$ cat src/rtl/srs_pkg.sv
package srs_pkg;

    localparam int SAMPLE_W = 16;
    localparam int PITCH_W  = 16;
    localparam int GAIN_W   = 16;
    localparam int OUT_W    = 16;

    // gain is Q1.15
    localparam int GAIN_FRAC = 15;

    typedef enum logic [0:0] {
        ST_IDLE,
        ST_RUN
    } t_state;

    typedef struct packed {
        logic valid;
        logic last;
    } t_issue;

endpackage

$ cat src/rtl/srs_if.sv
interface srs_in_if;
    logic                          valid;
    logic                          ready;
    logic [srs_pkg::SAMPLE_W-1:0]  sample_left;
    logic [srs_pkg::SAMPLE_W-1:0]  sample_right;
    logic [srs_pkg::PITCH_W-1:0]   pitch_step;
    logic [srs_pkg::GAIN_W-1:0]    gain;
    logic                          end_of_stream;

    modport source (
        output valid, sample_left, sample_right, pitch_step, gain, end_of_stream,
        input  ready
    );
    modport sink (
        input  valid, sample_left, sample_right, pitch_step, gain, end_of_stream,
        output ready
    );
endinterface

interface srs_out_if;
    logic                               valid;
    logic                               ready;
    logic signed [srs_pkg::OUT_W-1:0]   out_left;
    logic signed [srs_pkg::OUT_W-1:0]   out_right;
    logic                               last_of_run;

    modport source (
        output valid, out_left, out_right, last_of_run,
        input  ready
    );
    modport sink (
        input  valid, out_left, out_right, last_of_run,
        output ready
    );
endinterface

$ cat src/rtl/srs_lane.sv
module srs_lane #(
    parameter int FRAC_BITS = 14
) (
    input  logic                                i_clk,
    input  logic                                i_en,
    input  logic [srs_pkg::SAMPLE_W-1:0]        i_lo,
    input  logic [srs_pkg::SAMPLE_W-1:0]        i_hi,
    input  logic [FRAC_BITS-1:0]                i_ph,
    input  logic [srs_pkg::GAIN_W-1:0]          i_gain,
    output logic signed [srs_pkg::OUT_W-1:0]    o_res
);

    localparam int V_W    = srs_pkg::SAMPLE_W + FRAC_BITS;
    localparam int T_W    = FRAC_BITS + srs_pkg::SAMPLE_W + 2;
    localparam int P_W    = V_W + srs_pkg::GAIN_W;
    localparam int SHIFT  = FRAC_BITS + srs_pkg::GAIN_FRAC;
    localparam int S_W    = P_W - SHIFT;

    logic signed [srs_pkg::SAMPLE_W:0]  diff;
    logic signed [T_W-1:0]              term;
    logic signed [T_W-1:0]              v_full;
    logic [V_W-1:0]                     n_v;
    logic [V_W-1:0]                     r_v;
    logic [srs_pkg::GAIN_W-1:0]         r_g;
    logic [P_W-1:0]                     r_p;
    logic [S_W-1:0]                     s;

    // lo + ph*(hi-lo) in Q16.FRAC, never negative
    assign diff   = $signed({1'b0, i_hi}) - $signed({1'b0, i_lo});
    assign term   = T_W'($signed({1'b0, i_ph})) * T_W'(diff);
    assign v_full = $signed({2'b00, i_lo, {FRAC_BITS{1'b0}}}) + term;
    assign n_v    = v_full[V_W-1:0];

    always_ff @(posedge i_clk) begin
        if (i_en) begin
            r_v <= n_v;
            r_g <= i_gain;
            r_p <= P_W'(r_v) * P_W'(r_g);
        end
    end

    // truncate, remove the offset, clip the top
    assign s = r_p[P_W-1:SHIFT];

    always_comb begin
        if (s >= S_W'(65535)) begin
            o_res = {1'b0, {(srs_pkg::OUT_W-1){1'b1}}};
        end else begin
            o_res = signed'(srs_pkg::OUT_W'(s - S_W'(32768)));
        end
    end

endmodule

$ cat src/rtl/srs_seq.sv
module srs_seq #(
    parameter int FRAC_BITS = 14,
    parameter int MAX_RUN   = 64,
    parameter int PH_W      = 17
) (
    input  logic                            i_clk,
    input  logic                            i_rst_n,
    srs_in_if.sink                          i_src,
    input  logic                            i_en,
    output srs_pkg::t_issue                 o_issue,
    output logic [srs_pkg::SAMPLE_W-1:0]    o_lo_l,
    output logic [srs_pkg::SAMPLE_W-1:0]    o_hi_l,
    output logic [srs_pkg::SAMPLE_W-1:0]    o_lo_r,
    output logic [srs_pkg::SAMPLE_W-1:0]    o_hi_r,
    output logic [FRAC_BITS-1:0]            o_ph,
    output logic [srs_pkg::GAIN_W-1:0]      o_gain
);

    localparam int CNT_W = $clog2(MAX_RUN);
    localparam logic [PH_W-1:0] PH_ONE = PH_W'(1) << FRAC_BITS;
    localparam logic [srs_pkg::PITCH_W-1:0] PITCH_MIN =
        srs_pkg::PITCH_W'(1) << (FRAC_BITS - 6);
    localparam logic [CNT_W-1:0] CNT_LAST = CNT_W'(MAX_RUN - 1);

    srs_pkg::t_state                r_state, n_state;
    logic                           r_primed, n_primed;
    logic                           r_flush, n_flush;
    logic [srs_pkg::SAMPLE_W-1:0]   r_older_l, n_older_l, r_older_r, n_older_r;
    logic [srs_pkg::SAMPLE_W-1:0]   r_newer_l, n_newer_l, r_newer_r, n_newer_r;
    logic [PH_W-1:0]                r_phase, n_phase;
    logic [srs_pkg::PITCH_W-1:0]    r_pitch, n_pitch;
    logic [srs_pkg::GAIN_W-1:0]     r_gain, n_gain;
    logic [CNT_W-1:0]               r_cnt, n_cnt;

    logic                           acc;
    logic [PH_W-1:0]                ph_sum;
    logic [PH_W-1:0]                ph_dec;
    logic                           last;

    assign i_src.ready = (r_state == srs_pkg::ST_IDLE);
    assign acc         = i_src.valid && i_src.ready;
    assign ph_sum      = r_phase + PH_W'(r_pitch);
    assign ph_dec      = (r_phase >= PH_ONE) ? (r_phase - PH_ONE) : '0;
    assign last        = r_flush || (ph_sum >= PH_ONE) || (r_cnt == CNT_LAST);

    assign o_issue = {(r_state == srs_pkg::ST_RUN), last};
    assign o_lo_l = r_older_l;
    assign o_hi_l = r_newer_l;
    assign o_lo_r = r_older_r;
    assign o_hi_r = r_newer_r;
    assign o_ph   = r_phase[FRAC_BITS-1:0];
    assign o_gain = r_gain;

    always_comb begin
        n_state   = r_state;
        n_primed  = r_primed;
        n_flush   = r_flush;
        n_older_l = r_older_l;
        n_older_r = r_older_r;
        n_newer_l = r_newer_l;
        n_newer_r = r_newer_r;
        n_phase   = r_phase;
        n_pitch   = r_pitch;
        n_gain    = r_gain;
        n_cnt     = r_cnt;
        case (r_state)
            srs_pkg::ST_IDLE: begin
                if (acc) begin
                    n_cnt  = '0;
                    n_gain = i_src.gain;
                    if (i_src.end_of_stream) begin
                        n_primed = 1'b0;
                        if (r_primed) begin
                            // one last output of the older sample
                            n_flush   = 1'b1;
                            n_newer_l = r_older_l;
                            n_newer_r = r_older_r;
                            n_phase   = '0;
                            n_state   = srs_pkg::ST_RUN;
                        end else begin
                            n_older_l = '0;
                            n_older_r = '0;
                            n_newer_l = '0;
                            n_newer_r = '0;
                            n_phase   = '0;
                        end
                    end else if (!r_primed) begin
                        n_older_l = i_src.sample_left;
                        n_older_r = i_src.sample_right;
                        n_newer_l = i_src.sample_left;
                        n_newer_r = i_src.sample_right;
                        n_phase   = PH_ONE;
                        n_primed  = 1'b1;
                    end else begin
                        n_older_l = r_newer_l;
                        n_older_r = r_newer_r;
                        n_newer_l = i_src.sample_left;
                        n_newer_r = i_src.sample_right;
                        n_phase   = ph_dec;
                        n_pitch   = (i_src.pitch_step < PITCH_MIN) ? PITCH_MIN
                                                                   : i_src.pitch_step;
                        if (ph_dec < PH_ONE) begin
                            n_state = srs_pkg::ST_RUN;
                        end
                    end
                end
            end
            srs_pkg::ST_RUN: begin
                if (i_en) begin
                    n_cnt   = r_cnt + CNT_W'(1);
                    n_phase = ph_sum;
                    if (last) begin
                        n_state = srs_pkg::ST_IDLE;
                        n_flush = 1'b0;
                        if (r_flush) begin
                            n_older_l = '0;
                            n_older_r = '0;
                            n_newer_l = '0;
                            n_newer_r = '0;
                            n_phase   = '0;
                        end
                    end
                end
            end
            default: begin
                n_state = srs_pkg::ST_IDLE;
            end
        endcase
    end

    always_ff @(posedge i_clk) begin
        if (!i_rst_n) begin
            r_state   <= srs_pkg::ST_IDLE;
            r_primed  <= 1'b0;
            r_flush   <= 1'b0;
            r_older_l <= '0;
            r_older_r <= '0;
            r_newer_l <= '0;
            r_newer_r <= '0;
            r_phase   <= '0;
            r_cnt     <= '0;
        end else begin
            r_state   <= n_state;
            r_primed  <= n_primed;
            r_flush   <= n_flush;
            r_older_l <= n_older_l;
            r_older_r <= n_older_r;
            r_newer_l <= n_newer_l;
            r_newer_r <= n_newer_r;
            r_phase   <= n_phase;
            r_cnt     <= n_cnt;
        end
    end

    always_ff @(posedge i_clk) begin
        r_pitch <= n_pitch;
        r_gain  <= n_gain;
    end

    a_run_phase: assert property (@(posedge i_clk) disable iff (!i_rst_n)
        (r_state == srs_pkg::ST_RUN && !r_flush) |-> (r_phase < PH_ONE))
        else $error("interpolation phase not below one during a run");

    a_eos_unprimes: assert property (@(posedge i_clk) disable iff (!i_rst_n)
        (acc && i_src.end_of_stream) |=> !r_primed)
        else $error("block still primed after end of stream");

    a_flush_last: assert property (@(posedge i_clk) disable iff (!i_rst_n)
        (o_issue.valid && r_flush) |-> o_issue.last)
        else $error("flush output not marked last");

    a_run_bound: assert property (@(posedge i_clk) disable iff (!i_rst_n)
        (o_issue.valid && r_cnt == CNT_LAST) |-> o_issue.last)
        else $error("run exceeds its output limit");

endmodule

$ cat src/rtl/srs_merge.sv
module srs_merge (
    input  logic                                i_clk,
    input  logic                                i_rst_n,
    input  srs_pkg::t_issue                     i_issue,
    input  logic signed [srs_pkg::OUT_W-1:0]    i_res_l,
    input  logic signed [srs_pkg::OUT_W-1:0]    i_res_r,
    output logic                                o_en,
    srs_out_if.source                           o_res
);

    srs_pkg::t_issue                    r_t1, r_t2;
    logic                               r_ov;
    logic                               r_last;
    logic signed [srs_pkg::OUT_W-1:0]   r_out_l, r_out_r;

    // hold the whole pipe while a finished result waits
    assign o_en = !r_ov || o_res.ready;

    always_ff @(posedge i_clk) begin
        if (!i_rst_n) begin
            r_t1 <= '0;
            r_t2 <= '0;
            r_ov <= 1'b0;
        end else if (o_en) begin
            r_t1 <= i_issue;
            r_t2 <= r_t1;
            r_ov <= r_t2.valid;
        end
    end

    always_ff @(posedge i_clk) begin
        if (o_en) begin
            r_last  <= r_t2.last;
            r_out_l <= i_res_l;
            r_out_r <= i_res_r;
        end
    end

    assign o_res.valid       = r_ov;
    assign o_res.last_of_run = r_last;
    assign o_res.out_left    = r_out_l;
    assign o_res.out_right   = r_out_r;

    a_stall_holds: assert property (@(posedge i_clk) disable iff (!i_rst_n)
        (!o_en) |=> (r_t1 == $past(r_t1) && r_t2 == $past(r_t2)))
        else $error("pipeline tags moved during a stall");

endmodule

$ cat src/rtl/stereo_linear_interp_resampler_top.sv
// A result is registered in the sequencer, in each lane (r_v, then r_p) and in
// the merge output stage. The input is not ready while an item's results (0 to
// MAX_RUN) are issued; unless stalled, the sequencer issues one result per cycle.
// Output stalls hold the whole interpolation pipe and the sequencer.
// Reset (synchronous, active low) empties the pipe and leaves the block unprimed.
module stereo_linear_interp_resampler_top #(
    parameter int FRAC_BITS = 14,
    parameter int MAX_RUN   = 64
) (
    input  logic        i_clk,
    input  logic        i_rst_n,
    srs_in_if.sink      i_src,
    srs_out_if.source   o_res
);

    localparam int PH_W = ((FRAC_BITS > srs_pkg::PITCH_W) ? FRAC_BITS
                                                           : srs_pkg::PITCH_W) + 1;

    srs_pkg::t_issue                    issue;
    logic                               en;
    logic [srs_pkg::SAMPLE_W-1:0]       lo_l, hi_l, lo_r, hi_r;
    logic [FRAC_BITS-1:0]               ph;
    logic [srs_pkg::GAIN_W-1:0]         gain;
    logic signed [srs_pkg::OUT_W-1:0]   res_l, res_r;

    srs_seq #(
        .FRAC_BITS (FRAC_BITS),
        .MAX_RUN   (MAX_RUN),
        .PH_W      (PH_W)
    ) u_seq (
        .i_clk   (i_clk),
        .i_rst_n (i_rst_n),
        .i_src   (i_src),
        .i_en    (en),
        .o_issue (issue),
        .o_lo_l  (lo_l),
        .o_hi_l  (hi_l),
        .o_lo_r  (lo_r),
        .o_hi_r  (hi_r),
        .o_ph    (ph),
        .o_gain  (gain)
    );

    srs_lane #(.FRAC_BITS(FRAC_BITS)) u_lane_l (
        .i_clk  (i_clk),
        .i_en   (en),
        .i_lo   (lo_l),
        .i_hi   (hi_l),
        .i_ph   (ph),
        .i_gain (gain),
        .o_res  (res_l)
    );

    srs_lane #(.FRAC_BITS(FRAC_BITS)) u_lane_r (
        .i_clk  (i_clk),
        .i_en   (en),
        .i_lo   (lo_r),
        .i_hi   (hi_r),
        .i_ph   (ph),
        .i_gain (gain),
        .o_res  (res_r)
    );

    srs_merge u_merge (
        .i_clk   (i_clk),
        .i_rst_n (i_rst_n),
        .i_issue (issue),
        .i_res_l (res_l),
        .i_res_r (res_r),
        .o_en    (en),
        .o_res   (o_res)
    );

endmodule

$ cat src/flat_wrapper.sv
// flat-port wrapper written by rule: the top's interface ports become plain ports
module stereo_linear_interp_resampler_top_flat 
#(
    parameter int FRAC_BITS = 14,
    parameter int MAX_RUN   = 64
)
  (i_clk, i_rst_n, i_src_valid, i_src_sample_left, i_src_sample_right, i_src_pitch_step, i_src_gain, i_src_end_of_stream, i_src_ready, o_res_valid, o_res_out_left, o_res_out_right, o_res_last_of_run, o_res_ready);
  srs_in_if i_src_i ();
  srs_out_if o_res_i ();
  input  logic i_clk;
  input  logic i_rst_n;
  input wire logic [$bits(i_src_i.valid)-1:0] i_src_valid;
  input wire logic [$bits(i_src_i.sample_left)-1:0] i_src_sample_left;
  input wire logic [$bits(i_src_i.sample_right)-1:0] i_src_sample_right;
  input wire logic [$bits(i_src_i.pitch_step)-1:0] i_src_pitch_step;
  input wire logic [$bits(i_src_i.gain)-1:0] i_src_gain;
  input wire logic [$bits(i_src_i.end_of_stream)-1:0] i_src_end_of_stream;
  output wire logic [$bits(i_src_i.ready)-1:0] i_src_ready;
  output wire logic [$bits(o_res_i.valid)-1:0] o_res_valid;
  output wire logic [$bits(o_res_i.out_left)-1:0] o_res_out_left;
  output wire logic [$bits(o_res_i.out_right)-1:0] o_res_out_right;
  output wire logic [$bits(o_res_i.last_of_run)-1:0] o_res_last_of_run;
  input wire logic [$bits(o_res_i.ready)-1:0] o_res_ready;
  assign i_src_i.valid = i_src_valid;
  assign i_src_i.sample_left = i_src_sample_left;
  assign i_src_i.sample_right = i_src_sample_right;
  assign i_src_i.pitch_step = i_src_pitch_step;
  assign i_src_i.gain = i_src_gain;
  assign i_src_i.end_of_stream = i_src_end_of_stream;
  assign i_src_ready = i_src_i.ready;
  assign o_res_valid = o_res_i.valid;
  assign o_res_out_left = o_res_i.out_left;
  assign o_res_out_right = o_res_i.out_right;
  assign o_res_last_of_run = o_res_i.last_of_run;
  assign o_res_i.ready = o_res_ready;
  stereo_linear_interp_resampler_top #(.FRAC_BITS(FRAC_BITS), .MAX_RUN(MAX_RUN)) u_core (.i_clk(i_clk), .i_rst_n(i_rst_n), .i_src(i_src_i), .o_res(o_res_i));
endmodule
$ cat config.mk
export PLATFORM = sky130hd
export DESIGN_NAME = stereo_linear_interp_resampler_top_flat
export DESIGN_NICKNAME = d
export VERILOG_FILES = /design/src/rtl/srs_pkg.sv /design/src/rtl/srs_if.sv /design/src/rtl/srs_lane.sv /design/src/rtl/srs_seq.sv /design/src/rtl/srs_merge.sv /design/src/rtl/stereo_linear_interp_resampler_top.sv /design/src/flat_wrapper.sv
export SDC_FILE = /design/constraint.sdc
export NUM_CORES = 2
export LEC_CHECK = 0
export ABC_AREA = 1
export BUFFER_PORTS_ARGS = -buffer_cell sky130_fd_sc_hd__buf_4
export CAP_MARGIN = 0
export CORE_UTILIZATION = 55
export DETAILED_ROUTE_END_ITERATION = 8
export PLACE_DENSITY = 0.71
export SLEW_MARGIN = 20
export SYNTH_ARGS = -nofsm -noshare
export SYNTH_HDL_FRONTEND = slang
export SYNTH_SLANG_ARGS = --single-unit
$ cat constraint.sdc
create_clock -name i_clk -period 20.4 [get_ports i_clk]
set_input_delay 4.08 -clock i_clk [delete_from_list [all_inputs] [get_ports i_clk]]
set_output_delay 4.08 -clock i_clk [all_outputs]
set_load 0.01 [all_outputs]
==> results.sh <==
export IMPL_ant_nets=0
export IMPL_avgSynthCellArea_um2=8.09
export IMPL_fp_row_count=122
export IMPL_crit_fanout=13
export IMPL_grtUsageTotal_pct=29.2
export IMPL_crit_path_start_kind="flop"
export IMPL_p_int_w=0.00220
export IMPL_p_switching_w=0.00236
export IMPL_crit_arrival_ns=8.46
export IMPL_cts_tree="built"
export IMPL_synthCells=7579
export IMPL_synth_edf_count=175
export IMPL_io_pins=104
export IMPL_wl_um=158000
export IMPL_cts_buffer_depth=3
export IMPL_areaGrowthSynthToFinish_pct=4.79
export IMPL_post_cts_buffers=0
export IMPL_start_util_pct=55.4
export IMPL_slew_violations=0
export IMPL_p_clk_share_pct=14.6
export IMPL_ys_seq_area_share_pct=11.7
export IMPL_cp_required_ns=20.78
export IMPL_coreArea_mm2=0.111
export IMPL_hp_class="reg2reg"
export IMPL_path_clk_slew_ns=0.06
export IMPL_grt_overflow=0
export IMPL_vias=48100
export IMPL_cts_root_buffer="clkbuf_16"
export IMPL_final_cell_mix="inv_1, nand2_1, fa_1"
export IMPL_grt_pass1_wl_um=262000
export IMPL_grt_max_degree=84
export IMPL_synth_cell_type_count=65
export IMPL_min_period_over_period_pct=39.6
export IMPL_grt_setup_unrepaired="false"
export IMPL_clock_sinks=270
export IMPL_fin_crit_ns=8.08
export IMPL_leakage_nw=32.3
export IMPL_ys_warnings_count=0
export IMPL_worstPathCellList="inv_1, ha_1, a21oi_1, o211ai_1, a21oi_2, nand2_1, nor2_1, inv_1, fa_1, inv_1, fa_1, xnor2_1, o21ai_0, fa_1, fa_1, inv_1, fa_1, inv_1, ha_1, nand4_1, nor3_1, or3b_2, nand3_1, xor2_1"
export IMPL_drv_cap=0
export IMPL_cp_num_buf_inv=5
export IMPL_fmax_ghz=0.124
export IMPL_h_tree_depth=2
export IMPL_vias_per_cell=5.37
export IMPL_antenna_found_initial=0
export IMPL_drt_pass1_iter_count=6
export IMPL_status="finished, final reports clean"
export IMPL_swShare_pct=51.8
export IMPL_cpPeakStageDelay_ns=1.01
export IMPL_hold_buffers=0
export IMPL_async_flop_share_pct=0
export IMPL_worst_slew_pin_slew_ns=1.14
export IMPL_num_antenna_cells=0
export IMPL_die_h_um=336
export IMPL_setup_violations=0
export IMPL_cts_resized=0
export IMPL_fin_tns_setup_ns=0
export IMPL_die_w_um=336
export IMPL_synth_ff_type="edfxtp_1"
export IMPL_skew_ns=0.0285
export IMPL_finalHoldViolCount=0
export IMPL_ys_ff_latch=270
export IMPL_n_fill_cell=10000
export IMPL_final_core_util_pct=58.1
export IMPL_seqPwrFrac_pct=18.7
export IMPL_powerDensity_mw_per_mm2=71.0
export IMPL_irDropWorstVdd_uv=61.7
export IMPL_numCtsBuffers=37
export IMPL_portBuffers=103
export IMPL_grt_pass1_vias=50700
export IMPL_crit_type="reg2reg"
export IMPL_hpwl_um=125000
export IMPL_p_comb_share_pct=66.7
export IMPL_syn_num_nets=9334
export IMPL_cpLargestDelayFamily="adder cells"
export IMPL_drtIter0Drc=3087
export IMPL_end_kind="flop"
export IMPL_slew_headroom_pct=23.2
export IMPL_drcViolationCount=0
export IMPL_drive_above_1_share_pct=4.36
export IMPL_syn_area_mm2=0.0613
export IMPL_avgRoutedWirePerCell_um=17.6
export IMPL_clk_latency_ns=0.64
export IMPL_dieArea_mm2=0.113
export IMPL_final_nets=9190
export IMPL_gp_congestion=0.946
export IMPL_cp_slowest_cell="fa_1"
export IMPL_final_common_cell="inv_1"
-- kinds of logic (layout without fill, tap and decap cells) --
group	Yosys count	in the layout	share of synthesized area (%)
xor gates and xnor gates	139	139	2.03
adders and majority gates	1686	1686	49.6
DFF	270	270	11.7
buffers and inverters	2224	2106	13.7
AOI/OAI and AO/OA	619	619	5.77
and+or+nand+nor	2641	2641	17.3
-- power by group through the flow --
stage,clock [W],sequential [W],combinational [W]
after floorplan,0,0.000786,0.00219
after global placement,0,0.000857,0.00297
after detailed placement,0,0.000861,0.00302
after CTS,0.000682,0.000851,0.00305
after global routing,0.000697,0.000865,0.00347
final,0.000667,0.000855,0.00304
-- path summary, 6_finish.rpt --
| path | slack (ns) | to | cells past startpoint | startpoint |
|---|---|---|---|---|
| hold / removal | 0.42 | u_core.u_lane_l.r_g[3] | 0 | u_core.u_seq.o_gain[3] |
| hold reg to reg | 0.42 | u_core.u_lane_l.r_g[3] | 0 | u_core.u_seq.o_gain[3] |
| setup / recovery | 12.32 | u_core.u_lane_l.r_v[26] | 24 | u_core.u_seq.o_lo_l[9] |
| setup reg to reg | 12.32 | u_core.u_lane_l.r_v[26] | 24 | u_core.u_seq.o_lo_l[9] |
-- sequential cells by signal, summed over array words and instances, names as in the netlist --
| register | flops |
|---|---|
| u_core.u_lane_l.r_g | 16 |
| u_core.u_lane_l.r_p | 17 |
| u_core.u_lane_l.r_v | 30 |
| u_core.u_lane_r.r_p | 17 |
| u_core.u_lane_r.r_v | 30 |
| u_core.u_merge.o_res.last_of_run | 1 |
| u_core.u_merge.o_res.out_left | 16 |
| u_core.u_merge.o_res.out_right | 16 |
| u_core.u_merge.o_res.valid | 1 |
| u_core.u_merge.r_t1 | 2 |
| u_core.u_merge.r_t2 | 2 |
| u_core.u_seq.o_gain | 16 |
| u_core.u_seq.o_hi_l | 16 |
| u_core.u_seq.o_hi_r | 16 |
| u_core.u_seq.o_lo_l | 16 |
| u_core.u_seq.o_lo_r | 16 |
| u_core.u_seq.r_cnt | 6 |
| u_core.u_seq.r_flush | 1 |
| u_core.u_seq.r_phase | 17 |
| u_core.u_seq.r_pitch | 16 |
| u_core.u_seq.r_primed | 1 |
| u_core.u_seq.r_state | 1 |
-- metal layers --
layer	track usage, %	vias up	part of all wire, %
met5	0	-	0
met3	5.01	301	8.1
li1	-	22100	-
met1	38.9	23900	42
met2	48.9	1821	47
met4	8.98	0	3.1
-- cells in the mapped netlist, drive strengths merged, types with 2 or more instances --
cell       n  area share, %
clkbuf   317            1.9
a211o      2          0.029
and3       2          0.020
or2       74           0.75
xnor2     51           0.74
o32ai     13           0.19
o21bai    22           0.28
o31ai      4          0.049
fa      1241             40
inv     1875             11
buf       25           0.25
dfxtp     95            3.1
o211ai     4          0.049
o21ai    207            1.7
nand4     43           0.45
o21a       7          0.086
nor3      26           0.22
o22ai      3          0.031
edfxtp   175            8.6
or4        2          0.024
ha       445            9.1
a211oi    24           0.29
nand3b     6          0.073
nand2   1735             11
a21oi    266            2.2
a21boi     6          0.080
a221oi    11           0.16
xor2      88            1.3
nor2     553            3.4
a31oi     23           0.23
nand3    186            1.5
clkinv     7          0.043
nor4      11           0.11
a22oi      2          0.024
a21o      20           0.24
-- through the flow --
stage	area [um^2]	hold slack, ns	power, W	worst slack, ns	std cells
finish	64300	0.420	0.00456	12.32	8949
detailed placement	63100	0.409	0.00388	12.36	8884
global route	64300	0.422	0.00503	11.83	8949
floorplan	61300	0.400	0.00297	12.84	7579
global placement	63100	0.401	0.00382	12.50	8884
CTS	64300	0.421	0.00458	12.33	8949
-- final cells by class --
class                   instances  area [um^2]  area share (%)
multi-input cells            5085        45800            71.2
flip-flops and latches        270         7160            11.1
inverters                    1882         7070            11.0
well taps                    1488         1860            2.90
repair buffers                159         1190            1.86
clock buffers                  52         1070            1.67
clock inverters                13          141           0.220
Power figures use the tool's default switching activity.
